==> src/sv/bps_pkg.sv <==
// Package for the buzzer beep pattern sequencer.
// Holds command and pattern codes, fixed tone constants and the payload types.
// No dependencies.
package bps_pkg;

	// Command codes carried in the mode field
	localparam logic [2:0] MODE_TICK   = 3'd0;
	localparam logic [2:0] MODE_SINGLE = 3'd1;
	localparam logic [2:0] MODE_TRAIN  = 3'd2;
	localparam logic [2:0] MODE_TONE   = 3'd3;
	localparam logic [2:0] MODE_STOP   = 3'd4;
	localparam logic [2:0] MODE_SEQ    = 3'd5;

	// Pattern kinds
	localparam logic [1:0] PAT_IDLE    = 2'd0;
	localparam logic [1:0] PAT_ONESHOT = 2'd1;
	localparam logic [1:0] PAT_TRAIN   = 2'd2;
	localparam logic [1:0] PAT_SEQ     = 2'd3;

	// Sequence steps
	localparam logic [1:0] STEP_FIRST  = 2'd0;
	localparam logic [1:0] STEP_SECOND = 2'd1;
	localparam logic [1:0] STEP_THIRD  = 2'd2;

	// Fixed three-tone sequence
	localparam logic [15:0] SEQ_F0    = 16'd2000;
	localparam logic [15:0] SEQ_F1    = 16'd2600;
	localparam logic [15:0] SEQ_F2    = 16'd3200;
	localparam logic [15:0] SEQ_GAP   = 16'd120;
	localparam logic [15:0] SEQ_LONG  = 16'd200;
	localparam logic [15:0] SEQ_SHORT = 16'd100;
	localparam logic [15:0] SEQ_WAIT_EARLY = SEQ_SHORT + SEQ_GAP;
	localparam logic [15:0] SEQ_WAIT_LAST  = SEQ_LONG + SEQ_SHORT;

	// Reset values
	localparam logic [15:0] FREQ_RST = 16'd2400;
	localparam logic [15:0] ON_RST   = 16'd200;
	localparam logic [15:0] OFF_RST  = 16'd100;

	localparam logic [15:0] MS_MAX   = 16'hFFFF;
	localparam logic [7:0]  BEEP_MAX = 8'hFF;

	typedef struct packed {
		logic [2:0]  mode;
		logic [15:0] tone_freq;
		logic [15:0] on_time;
		logic [15:0] off_time;
		logic [7:0]  beep_total;
	} cmd_t;

	typedef struct packed {
		logic        tone_on;
		logic [15:0] sound_freq;
		logic        busy_res;
		logic [1:0]  pattern_kind;
	} status_t;

endpackage

==> src/sv/bps_stream_if.sv <==
// Valid/ready channel interface used by the beep pattern sequencer.
// Payload type is a parameter; depends on nothing else.
interface bps_stream_if #(
	parameter type payload_t = logic
);
	logic     valid;
	logic     ready;
	payload_t data;

	modport source (output valid, output data, input ready);
	modport sink (input valid, input data, output ready);
endinterface

==> src/sv/buzzer_beep_pattern_sequencer_unit.sv <==
// Top level of the buzzer beep pattern sequencer.
// Depends on bps_pkg, bps_stream_if and bps_engine.
//
// Usage:
//   cmd    : one transaction per command or per one-millisecond tick
//            (mode 0 tick, 1 single beep, 2 beep train, 3 tone, 4 stop,
//            5 three-tone sequence; unused codes report the state as is).
//   status : exactly one transaction per cmd transaction, in order, giving
//            tone enable, frequency, busy flag and pattern kind after it.
//   Path:  a result passes through the input register, then the result
//            register, before it is offered on status.
//   Throughput: one transaction per cycle while status is ready; the pattern
//            update is a single pass of next-state logic between the two registers.
//   Stall: while status is held, the result register keeps its transaction
//            and the input register takes one more; cmd.ready drops only
//            when both are full.
//   Reset: no pattern, tone off, frequency 2400 Hz, on time 200 ms,
//            gap 100 ms; both registers empty.
module buzzer_beep_pattern_sequencer_unit (
	input  logic         clk,
	input  logic         arst_n,
	bps_stream_if.sink   cmd,
	bps_stream_if.source status
);

	logic             valid_s1;
	bps_pkg::cmd_t    cmd_s1;
	logic             valid_s2;
	bps_pkg::status_t status_s2;
	bps_pkg::status_t status_nxt;
	logic             adv_s1;

	// Stage 1 moves on when the result register is free or being drained
	assign adv_s1    = valid_s1 && (!valid_s2 || status.ready);
	assign cmd.ready = !valid_s1 || adv_s1;

	// Input register
	always_ff @(posedge clk or negedge arst_n) begin
		if (!arst_n) begin
			valid_s1 <= 1'b0;
		end else if (cmd.ready) begin
			valid_s1 <= cmd.valid;
		end
	end

	always_ff @(posedge clk) begin
		if (cmd.ready && cmd.valid) begin
			cmd_s1 <= cmd.data;
		end
	end

	bps_engine u_engine (
		.clk        (clk),
		.arst_n     (arst_n),
		.step_en    (adv_s1),
		.cmd_in     (cmd_s1),
		.status_nxt (status_nxt)
	);

	// Result register
	always_ff @(posedge clk or negedge arst_n) begin
		if (!arst_n) begin
			valid_s2 <= 1'b0;
		end else if (!valid_s2 || status.ready) begin
			valid_s2 <= valid_s1;
		end
	end

	always_ff @(posedge clk) begin
		if (adv_s1) begin
			status_s2 <= status_nxt;
		end
	end

	assign status.valid = valid_s2;
	assign status.data  = status_s2;

endmodule

==> src/sv/bps_engine.sv <==
// Pattern state and next-state logic of the beep pattern sequencer.
// Depends on bps_pkg for codes, constants and payload types.
module bps_engine (
	input  logic             clk,
	input  logic             arst_n,
	input  logic             step_en,
	input  bps_pkg::cmd_t    cmd_in,
	output bps_pkg::status_t status_nxt
);

	logic [1:0]  pattern_q, pattern_d;
	logic        active_q, active_d;
	logic        phase_on_q, phase_on_d;
	logic [15:0] freq_q, freq_d;
	logic [15:0] on_q, on_d;
	logic [15:0] off_q, off_d;
	logic [15:0] phase_ms_q, phase_ms_d;
	logic [7:0]  count_q, count_d;
	logic [7:0]  done_q, done_d;
	logic [1:0]  step_q, step_d;
	logic [15:0] seq_ms_q, seq_ms_d;

	logic [15:0] phase_inc, seq_inc, seq_wait;
	logic [1:0]  step_inc;

	// Saturating millisecond counters and the sequence step wait
	assign phase_inc = (phase_ms_q == bps_pkg::MS_MAX) ? phase_ms_q : phase_ms_q + 16'd1;
	assign seq_inc   = (seq_ms_q == bps_pkg::MS_MAX) ? seq_ms_q : seq_ms_q + 16'd1;
	assign seq_wait  = (step_q >= bps_pkg::STEP_THIRD) ? bps_pkg::SEQ_WAIT_LAST
	                                                    : bps_pkg::SEQ_WAIT_EARLY;
	assign step_inc  = step_q + 2'd1;

	// Next state for one transaction
	always_comb begin
		pattern_d  = pattern_q;
		active_d   = active_q;
		phase_on_d = phase_on_q;
		freq_d     = freq_q;
		on_d       = on_q;
		off_d      = off_q;
		phase_ms_d = phase_ms_q;
		count_d    = count_q;
		done_d     = done_q;
		step_d     = step_q;
		seq_ms_d   = seq_ms_q;
		case (cmd_in.mode)
			bps_pkg::MODE_TICK: begin
				if (active_q) begin
					case (pattern_q)
						bps_pkg::PAT_SEQ: begin
							seq_ms_d   = seq_inc;
							phase_ms_d = phase_inc;
							if (seq_inc >= seq_wait) begin
								step_d   = step_inc;
								seq_ms_d = '0;
								if (step_inc == bps_pkg::STEP_SECOND) begin
									freq_d     = bps_pkg::SEQ_F1;
									on_d       = bps_pkg::SEQ_SHORT;
									phase_ms_d = '0;
									phase_on_d = 1'b1;
								end else if (step_inc == bps_pkg::STEP_THIRD) begin
									freq_d     = bps_pkg::SEQ_F2;
									on_d       = bps_pkg::SEQ_LONG;
									phase_ms_d = '0;
									phase_on_d = 1'b1;
								end else begin
									active_d   = 1'b0;
									pattern_d  = bps_pkg::PAT_IDLE;
									phase_on_d = 1'b0;
									step_d     = bps_pkg::STEP_FIRST;
								end
							end else if (phase_on_q && phase_inc >= on_q) begin
								phase_on_d = 1'b0;
							end
						end
						bps_pkg::PAT_ONESHOT: begin
							phase_ms_d = phase_inc;
							if (phase_inc >= on_q) begin
								active_d   = 1'b0;
								pattern_d  = bps_pkg::PAT_IDLE;
								phase_on_d = 1'b0;
								step_d     = bps_pkg::STEP_FIRST;
							end
						end
						bps_pkg::PAT_TRAIN: begin
							if (count_q != 8'd0 && done_q >= count_q) begin
								// counted train finished: stop without the last gap
								active_d   = 1'b0;
								pattern_d  = bps_pkg::PAT_IDLE;
								phase_on_d = 1'b0;
								step_d     = bps_pkg::STEP_FIRST;
							end else begin
								phase_ms_d = phase_inc;
								if (phase_on_q && phase_inc >= on_q) begin
									phase_on_d = 1'b0;
									phase_ms_d = '0;
									if (count_q != 8'd0 && done_q < bps_pkg::BEEP_MAX)
										done_d = done_q + 8'd1;
								end else if (!phase_on_q && phase_inc >= off_q) begin
									phase_on_d = 1'b1;
									phase_ms_d = '0;
								end
							end
						end
						default: begin
							// continuous tone: ticks leave it alone
						end
					endcase
				end
			end
			bps_pkg::MODE_SINGLE: begin
				pattern_d  = bps_pkg::PAT_ONESHOT;
				count_d    = 8'd1;
				done_d     = '0;
				freq_d     = cmd_in.tone_freq;
				on_d       = cmd_in.on_time;
				phase_ms_d = '0;
				phase_on_d = 1'b1;
				active_d   = 1'b1;
			end
			bps_pkg::MODE_TRAIN: begin
				pattern_d  = bps_pkg::PAT_TRAIN;
				off_d      = cmd_in.off_time;
				count_d    = cmd_in.beep_total;
				done_d     = '0;
				freq_d     = cmd_in.tone_freq;
				on_d       = cmd_in.on_time;
				phase_ms_d = '0;
				phase_on_d = 1'b1;
				active_d   = 1'b1;
			end
			bps_pkg::MODE_TONE: begin
				pattern_d  = bps_pkg::PAT_IDLE;
				freq_d     = cmd_in.tone_freq;
				phase_on_d = 1'b1;
				active_d   = 1'b1;
				step_d     = bps_pkg::STEP_FIRST;
			end
			bps_pkg::MODE_STOP: begin
				active_d   = 1'b0;
				pattern_d  = bps_pkg::PAT_IDLE;
				phase_on_d = 1'b0;
				step_d     = bps_pkg::STEP_FIRST;
			end
			bps_pkg::MODE_SEQ: begin
				pattern_d  = bps_pkg::PAT_SEQ;
				step_d     = bps_pkg::STEP_FIRST;
				seq_ms_d   = '0;
				freq_d     = bps_pkg::SEQ_F0;
				on_d       = bps_pkg::SEQ_SHORT;
				phase_ms_d = '0;
				phase_on_d = 1'b1;
				active_d   = 1'b1;
			end
			default: begin
				// unused codes leave the state unchanged
			end
		endcase
	end

	// State registers
	always_ff @(posedge clk or negedge arst_n) begin
		if (!arst_n) begin
			pattern_q  <= bps_pkg::PAT_IDLE;
			active_q   <= 1'b0;
			phase_on_q <= 1'b0;
			freq_q     <= bps_pkg::FREQ_RST;
			on_q       <= bps_pkg::ON_RST;
			off_q      <= bps_pkg::OFF_RST;
			phase_ms_q <= '0;
			count_q    <= '0;
			done_q     <= '0;
			step_q     <= bps_pkg::STEP_FIRST;
			seq_ms_q   <= '0;
		end else if (step_en) begin
			pattern_q  <= pattern_d;
			active_q   <= active_d;
			phase_on_q <= phase_on_d;
			freq_q     <= freq_d;
			on_q       <= on_d;
			off_q      <= off_d;
			phase_ms_q <= phase_ms_d;
			count_q    <= count_d;
			done_q     <= done_d;
			step_q     <= step_d;
			seq_ms_q   <= seq_ms_d;
		end
	end

	// Status after this transaction
	assign status_nxt.tone_on      = phase_on_d;
	assign status_nxt.sound_freq   = freq_d;
	assign status_nxt.busy_res     = active_d;
	assign status_nxt.pattern_kind = pattern_d;

endmodule
==> src/flat_wrapper.sv <==
// flat-port wrapper written by rule: the top's interface ports become plain ports
module buzzer_beep_pattern_sequencer_unit_flat 
  (clk, arst_n, cmd_valid, cmd_data, cmd_ready, status_valid, status_data, status_ready);
  bps_stream_if cmd_i ();
  bps_stream_if status_i ();
  input  logic clk;
  input  logic arst_n;
  input wire logic [$bits(cmd_i.valid)-1:0] cmd_valid;
  input wire logic [$bits(cmd_i.data)-1:0] cmd_data;
  output wire logic [$bits(cmd_i.ready)-1:0] cmd_ready;
  output wire logic [$bits(status_i.valid)-1:0] status_valid;
  output wire logic [$bits(status_i.data)-1:0] status_data;
  input wire logic [$bits(status_i.ready)-1:0] status_ready;
  assign cmd_i.valid = cmd_valid;
  assign cmd_i.data = cmd_data;
  assign cmd_ready = cmd_i.ready;
  assign status_valid = status_i.valid;
  assign status_data = status_i.data;
  assign status_i.ready = status_ready;
  buzzer_beep_pattern_sequencer_unit u_core (.clk(clk), .arst_n(arst_n), .cmd(cmd_i), .status(status_i));
endmodule
==> config.mk <==
export PLATFORM = sky130hd
export DESIGN_NAME = buzzer_beep_pattern_sequencer_unit_flat
export DESIGN_NICKNAME = d
export VERILOG_FILES = /design/src/sv/bps_pkg.sv /design/src/sv/bps_stream_if.sv /design/src/sv/buzzer_beep_pattern_sequencer_unit.sv /design/src/sv/bps_engine.sv /design/src/flat_wrapper.sv
export SDC_FILE = /design/constraint.sdc
export NUM_CORES = 1
export LEC_CHECK = 0
export BUFFER_PORTS_ARGS = -buffer_cell sky130_fd_sc_hd__buf_2
export CORE_AREA = 2 2 66 68
export DETAILED_ROUTE_END_ITERATION = 12
export DIE_AREA = 0 0 68 70
export PLACE_DENSITY = 0.64
export SYNTH_ARGS = -nofsm -noshare
export SYNTH_HDL_FRONTEND = slang
export SYNTH_SLANG_ARGS = --single-unit
export TNS_END_PERCENT = 50
==> constraint.sdc <==
create_clock -name clk -period 7.1 [get_ports clk]
set_input_delay 0.355 -clock clk [delete_from_list [all_inputs] [get_ports clk]]
set_output_delay 0.355 -clock clk [all_outputs]
set_load 0.01 [all_outputs]
==> results.md, run 1 <==
* Outcome: finished clean
* Post-synth EDFFs at 1
* Synth Area in Compound Gates at 0.0977
* Largest net degree at the start of global routing at 23
* Share of synthesized flip-flops with an asynchronous set or reset at 0.957
* Slew headroom at 0.514
* Share of layout cells above drive strength 1 at 0.176
* Final period util at 0.445
* RSZ-0062 raised after global routing: no
* CP peak stage delay at 500 ps
* Post-CTS sizing at 0
* Reg2reg path depth at 12
* Root buffer cell: clkbuf_8
* Most frequent cells in the layout: dfrtp_1 (21), nand2_1 (15), xnor2_1 (12)
* Io pins at 8
* Via count at 1,133
* Worst-path clk slew at 90 ps
* Fmax at 316 MHz
* DRT Pass-1 Iters at 4
* CP max stage cell: dfrtp_1
* Hold Path Class: primary input to asynchronous set/reset pin
* Synthesis-stage register bit count at 23
* Drt drc at 0
* Die W at 68 um
* Global-route wire length before repair at 5580 um
* Skew final at 2.89 ps
* Setup TNS at 0 ps
* Fin nets at 170
* Synth Area in Adders at 0.0397
* Yosys cell types at 46
* CTS tree: yes
* FF-to-FF setup slack at 3940 ps
* Placed cell area at 1600 um^2
* CP Class: register to register
* Power Density at 173 nW/um^2
* Die area at 4760 um^2
* Routed wire per std cell at 14.5 um
* Yosys synthesis warning count at 0
* Syn_area_per_cell at 9.97 um^2
* Clk sink count at 23
* Post-synthesis sequential area ratio at 0.369
* Clock Tree Buf Depth at 2
* Synth Area in Simple Gates at 0.295
* Area Overhead vs Synth at 4.53%
* Worst Setup Slack post-DPL at 3960 ps
* Mapped Area at 1580 um^2
* Slew Viols, Final at 0
* Mapped Cells at 158
* CP endpoint kind: register
* Num rows at 24
* Core Area at 4140 um^2
* Worst R2R Start: u_core.u_engine.phase_ms_q[0]
* Most common cell after layout, fill and taps aside: dfrtp_1
* ANT cells at 0
* Fin Hold WS at 30.7 ps
* Post-route cell area at 1650 um^2
* Worst Path Required at 7230 ps
* Worst vdd ir at 110 uV
* Reg-to-Reg End: u_core.status.data
* Final Critical Period at 3160 ps
* H-tree depth at 1
* # Max-Cap Violations at 0
* Iteration-0 DRC Markers at 68
* Syn_nets at 168
* Post-Synth XOR/XNOR Area at 0.0890
* Leakage at 0.678 nW
* Setup bufs post-CTS at 0
* Final Hold Viols at 0
* Post-synthesis mux area share at 0.0413
* Initial core utilization at 0.380
* Final core occ at 0.397
* Die H at 70 um
* Hold Buf Count CTS at 0
* Initial antenna violation count at 0
* TritonCTS buffer count at 3
* Largest family of logic cells by synthesized area: simple AND/OR/NAND/NOR gates
* Post-route worst setup slack at 3940 ps
* DR vias/cell at 5.37
* Final ANT Viol Nets at 0
* Clk_lat worst skew at 270 ps
* Drt total wl at 3050 um
* CP Cell Sequence: ha_1 -> nand4_4 -> nor2_1 -> nand3_1 -> nand4_1 -> xnor2_1 -> ha_1 -> a211oi_1 -> o21ai_0 -> o21ai_1 -> nand4_4 -> a21oi_1
* Vias in the first global route at 1,210
* Gpl congestion at 0.817
* Top FF cell, synth: dfrtp_1
* Final setup vio count at 0
* Fillers at 406
* Grt ovf at 0
* IO Port Bufs at 6
* Arrival time worst endpoint at 3290 ps
* GRT Overall Usage at 0.151
* Worst slew pin tran at 726 ps
* Maximum fanout along the worst path at 8
* Startpoint types: register
* DP Wirelength at 2270 um
* Crit path max-delay family: simple AND/OR/NAND/NOR gates
* Worst Path Buf+Inv at 0
[state kept, by name (all words and copies together) (netlist names)]
name	flops
u_core.u_engine.pattern_q	1
u_core.valid_s1	1
u_core.status.valid	1
u_core.u_engine.active_q	1
u_core.status.data	1
u_core.u_engine.on_q	2
u_core.u_engine.phase_ms_q	16
[worst reg2reg max path: stages (launching register included)]
cell and delay (ps):
dfrtp_1 500, ha_1 370, nand4_4 210, nor2_1 270, nand3_1 220, nand4_1 160
xnor2_1 130, ha_1 280, a211oi_1 220, o21ai_0 120, o21ai_1 240, nand4_4 140
a21oi_1 160
[layer usage]
metal / vias to the layer above / track usage / share of wire
met5: - / 0 / 0
met4: 0 / 0.0311 / 0.0095
met3: 4 / 0.0435 / 0.037
met2: 25 / 0.248 / 0.49
met1: 534 / 0.196 / 0.47
li1: 570 / - / -
[stage by stage]
step / power, mW / cells
3_5_place_dp: 0.204 / 207
4_1_cts: 0.290 / 211
3_3_place_gp: 0.200 / 207
2_1_floorplan: 0.191 / 158
5_1_grt: 0.307 / 211
6_report: 0.285 / 211
[how the worst max path moves through the flow]
stage,startpoint,endpoint,slack (ps),cells after the start
floorplan,u_core.u_engine.phase_ms_q[1],u_core.status.data,4500,12
global placement,u_core.u_engine.phase_ms_q[0],u_core.status.data,4020,12
detailed placement,u_core.u_engine.phase_ms_q[0],u_core.status.data,3960,12
CTS,u_core.u_engine.phase_ms_q[0],u_core.status.data,3910,12
global route,u_core.u_engine.phase_ms_q[0],u_core.status.data,3700,12
finish,u_core.u_engine.phase_ms_q[0],u_core.status.data,3940,12
[logic make-up (layout without fill, tap and decap cells)]
family / count (synthesis) / count (layout)
flops: 23 / 23
mux: 6 / 6
buf+inv: 18 / 19
simple gates: 69 / 69
compound gates: 21 / 21
fa+ha+maj: 5 / 5
xor+xnor: 16 / 16
[synthesized netlist by cell type (4+ instances only)]
| cell | instances | share of area |
|---|---|---|
| dfrtp_1 | 21 | 0.33 |
| nand2_1 | 15 | 0.036 |
| xnor2_1 | 12 | 0.067 |
| inv_1 | 9 | 0.021 |
| nand3_1 | 9 | 0.029 |
| nor2_1 | 8 | 0.019 |
| a31oi_1 | 6 | 0.024 |
| nand4_1 | 6 | 0.024 |
| nor3_1 | 6 | 0.019 |
| buf_6 | 5 | 0.036 |
| ha_1 | 5 | 0.040 |
| o21ai_0 | 5 | 0.016 |
| xor2_1 | 4 | 0.022 |
[layout make-up]
type | count | area (um^2) | share of cell area
Clock inverter | 1 | 7.51 | 0.00456
Timing Repair Buffer | 6 | 30.0 | 0.0182
Tap cell | 52 | 65.1 | 0.0395
Clock buffer | 3 | 41.3 | 0.0251
Inverter | 9 | 33.8 | 0.0205
Multi-Input combinational cell | 117 | 887 | 0.539
Sequential cell | 23 | 582 | 0.353
[report_power, final]
group | total, mW | switching [mW] | internal [mW]
clock network | 0.0852 | 0.0454 | 0.0398
registers | 0.158 | 0.0170 | 0.141
logic | 0.0420 | 0.0227 | 0.0193
(Power assumes the default switching activity.)
==> run 2: changes to the inputs <==
PLACE_DENSITY = 0.66   (was 0.64)
clock period = 2.8 ns   (was 7.1 ns; I/O delays follow)
==> run 2 against run 1 <==
  * Sequential power up 140%
  * Die area unchanged
  * Setup slack worse by 3700 ps
  * Combinational power rose to 4.1 times the previous value
  * Routed wire length up 2.3%
  * Register-to-register slack worse by 3700 ps
  * Sequential cell count unchanged
  * Global-route usage down 0.90 points
  * Final area up 8.4%
  * Critical path depth down 1
  * Worst hold slack better by 34 ps
  * Utilization up 3.4 points
==> results.md, run 2 (synthesis results as in run 1) <==
* Io pins at 8 (unchanged)
* Initial antenna violation count at 0 (unchanged)
* Final Hold Viols at 0 (unchanged)
* CP endpoint kind: register
* Most common cell after layout, fill and taps aside: dfrtp_1
* Placed insts at 219 (+5.8%)
* Placed cell area at 1690 um^2 (+5.6%)
* Power Density at 425 nW/um^2 (+140%)
* Die H at 70 um (unchanged)
* RSZ-0062 raised after global routing: no
* Crit path max-delay family: compound AO/OA/AOI/OAI gates
* Skew final at 3.54 ps (+0.642 ps)
* Clock Tree Buf Depth at 2 (unchanged)
* Worst Path Buf+Inv at 0 (unchanged)
* Post-route worst setup slack at 275 ps (-3660 ps)
* Die W at 68 um (unchanged)
* Clk_lat worst skew at 270 ps (about the same)
* Root buffer cell: clkbuf_8
* Flip-flop count of the largest register after layout at 16 (unchanged)
* Grt ovf at 0 (unchanged)
* Hold Crit Depth at 2
* Reg2reg path depth at 11 (-1)
* DR vias/cell at 5.38 (+0.22%)
* Share of layout cells above drive strength 1 at 0.267 (+0.0909)
* Largest net degree at the start of global routing at 23 (unchanged)
* Arrival time worst endpoint at 2650 ps (-640 ps)
* CP Cell Sequence: ha_2 -> nand4_4 -> nor4_4 -> nor2_1 -> xor2_1 -> ha_1 -> a211oi_1 -> o21ai_0 -> o21ai_1 -> nand4_4 -> a21oi_1
* Registers with the most flip-flops: u_core.u_engine.phase_ms_q x16, u_core.u_engine.on_q x2
* Routed wire per std cell at 13.7 um (-5.3%)
* Min-delay src: cmd_valid
* Startpoint types: register
* Hold Path Class: primary input to register
* # Max-Cap Violations at 0 (unchanged)
* DRT Pass-1 Iters at 4 (unchanged)
* Fin Hold WS at 65.1 ps (+34.4 ps)
* Worst-path clk slew at 80 ps (about the same)
* FF-to-FF setup slack at 280 ps (-3660 ps)
* TritonCTS buffer count at 3 (unchanged)
* Leakage at 0.762 nW (+12%)
* CP Class: register to register
* Final period util at 0.902 (+0.456)
* Fin nets at 187 (+10%)
* Via count at 1,227 (+8.3%)
* Final core occ at 0.431 (+0.0335)
* Setup TNS at 0 ps (unchanged)
* H-tree depth at 1 (unchanged)
* Die area at 4760 um^2 (unchanged)
* IO Port Bufs at 6 (unchanged)
* Gpl congestion at 0.855 (+4.6%)
* Worst vdd ir at 248 uV (+130%)
* Final setup vio count at 0 (unchanged)
* CP max stage cell: dfrtp_1
* Outcome: finished clean
* Drt drc at 0 (unchanged)
* CTS tree: yes
* Worst Path Required at 2920 ps (-4310 ps)
* Worst slew pin tran at 700 ps (-25.7 ps)
* Final ANT Viol Nets at 0 (unchanged)
* Core Area at 4140 um^2 (unchanged)
* GRT Overall Usage at 0.142 (-0.00904)
* Most frequent cells in the layout: dfrtp_1 (20), buf_4 (16), nand2_1 (15)
* Reg with most FFs: u_core.u_engine.phase_ms_q
* Fmax at 396 MHz (+25%)
* Worst Setup Slack post-DPL at 75.0 ps (-3880 ps)
* Initial core utilization at 0.380 (unchanged)
* DP Wirelength at 2320 um (+1.9%)
* Tot Pwr at 0.758 mW (+170%)
* Area Overhead vs Synth at 13.3%
* Cell mode on critical path: nand4_4
* Clk sink count at 23 (unchanged)
* Num rows at 24 (unchanged)
* Slew headroom at 0.531 (+0.0172)
* Final Critical Period at 2520 ps (-636 ps)
* Slew Viols, Final at 0 (unchanged)
* ANT cells at 0 (unchanged)
* Post-route cell area at 1790 um^2 (+8.4%)
* Reg-to-Reg End: u_core.status.data
* Finished Layout Cells at 228 (+8.1%)
* Worst R2R Start: u_core.u_engine.phase_ms_q[0]
* Iteration-0 DRC Markers at 37 (-46%)
* Maximum fanout along the worst path at 4 (-4)
* Drt total wl at 3120 um (+2.3%)
* Vias in the first global route at 1,169 (-3.4%)
* Global-route wire length before repair at 5150 um (-7.6%)
* CP peak stage delay at 360 ps (-140 ps)
* Hold worst-path end: u_core.valid_s1
==> run 2: changes by cell type in the layout (fill, tap and decap cells not counted) <==
cell	previous run	this run
buf_4	0	16
clkinv_2	0	1
clkinvlp_4	1	0
dfrtp_1	21	20
dfrtp_2	0	1
dlygate4sd3_1	0	1
ha_1	5	4
ha_2	0	1
nor2_1	8	7
nor2_4	0	1
==> run 2: worst max path at each step <==
stage | from | end | slack, ps | cells after the start
after floorplan | u_core.u_engine.phase_ms_q[1] | u_core.status.data | 200 | 12
after global placement | u_core.u_engine.phase_ms_q[0] | u_core.status.data | 150 | 11
after detailed placement | u_core.u_engine.phase_ms_q[0] | u_core.status.data | 70 | 11
after CTS | u_core.u_engine.phase_ms_q[0] | u_core.status.data | 70 | 11
after global routing | u_core.u_engine.phase_ms_q[1] | u_core.status.data | 7 | 11
final | u_core.u_engine.phase_ms_q[0] | u_core.status.data | 280 | 11
==> run 2: repair_timing <==
item	4_1_cts	5_1_grt
hold endpoints to repair	21	0
setup buffers	0	4
gates resized for setup	0	4
setup endpoints to repair	0	3
hold buffers	1	0
==> run 2: layout make-up <==
type | instances | area [um^2]
timing repair buffer | 23 | 160
fill | 414 | 2360
sequential | 23 | 583
tap | 52 | 65.1
multi-input combinational | 117 | 897
inverter | 9 | 33.8
clock inverter | 1 | 5.00
clock buffer | 3 | 41.3
==> run 2: power breakdown <==
part | leakage, nW | switching [mW] | total (mW) | internal (mW)
Combinational | 0.440 | 0.0933 | 0.172 | 0.0791
Sequential | 0.296 | 0.0154 | 0.374 | 0.358
Clock | 0.0255 | 0.112 | 0.212 | 0.0996
Total | 0.762 | 0.221 | 0.758 | 0.537
==> run 2: layer usage <==
| layer | routed length (um) | GRT usage | up-vias |
|---|---|---|---|
| met4 | 55 | 0.0622 | 0 |
| met3 | 93 | 0.0209 | 7 |
| li1 | - | - | 611 |
| met5 | 0 | 0 | - |
| met1 | 1450 | 0.185 | 579 |
| met2 | 1520 | 0.230 | 30 |
==> run 2: worst register-to-register path, stage by stage (launching register included) <==
cell and delay (ps):
dfrtp_1 360, ha_2 210, nand4_4 140, nor4_4 340, nor2_1 100, xor2_1 160, ha_1 200, a211oi_1 210
o21ai_0 130, o21ai_1 250, nand4_4 120, a21oi_1 170
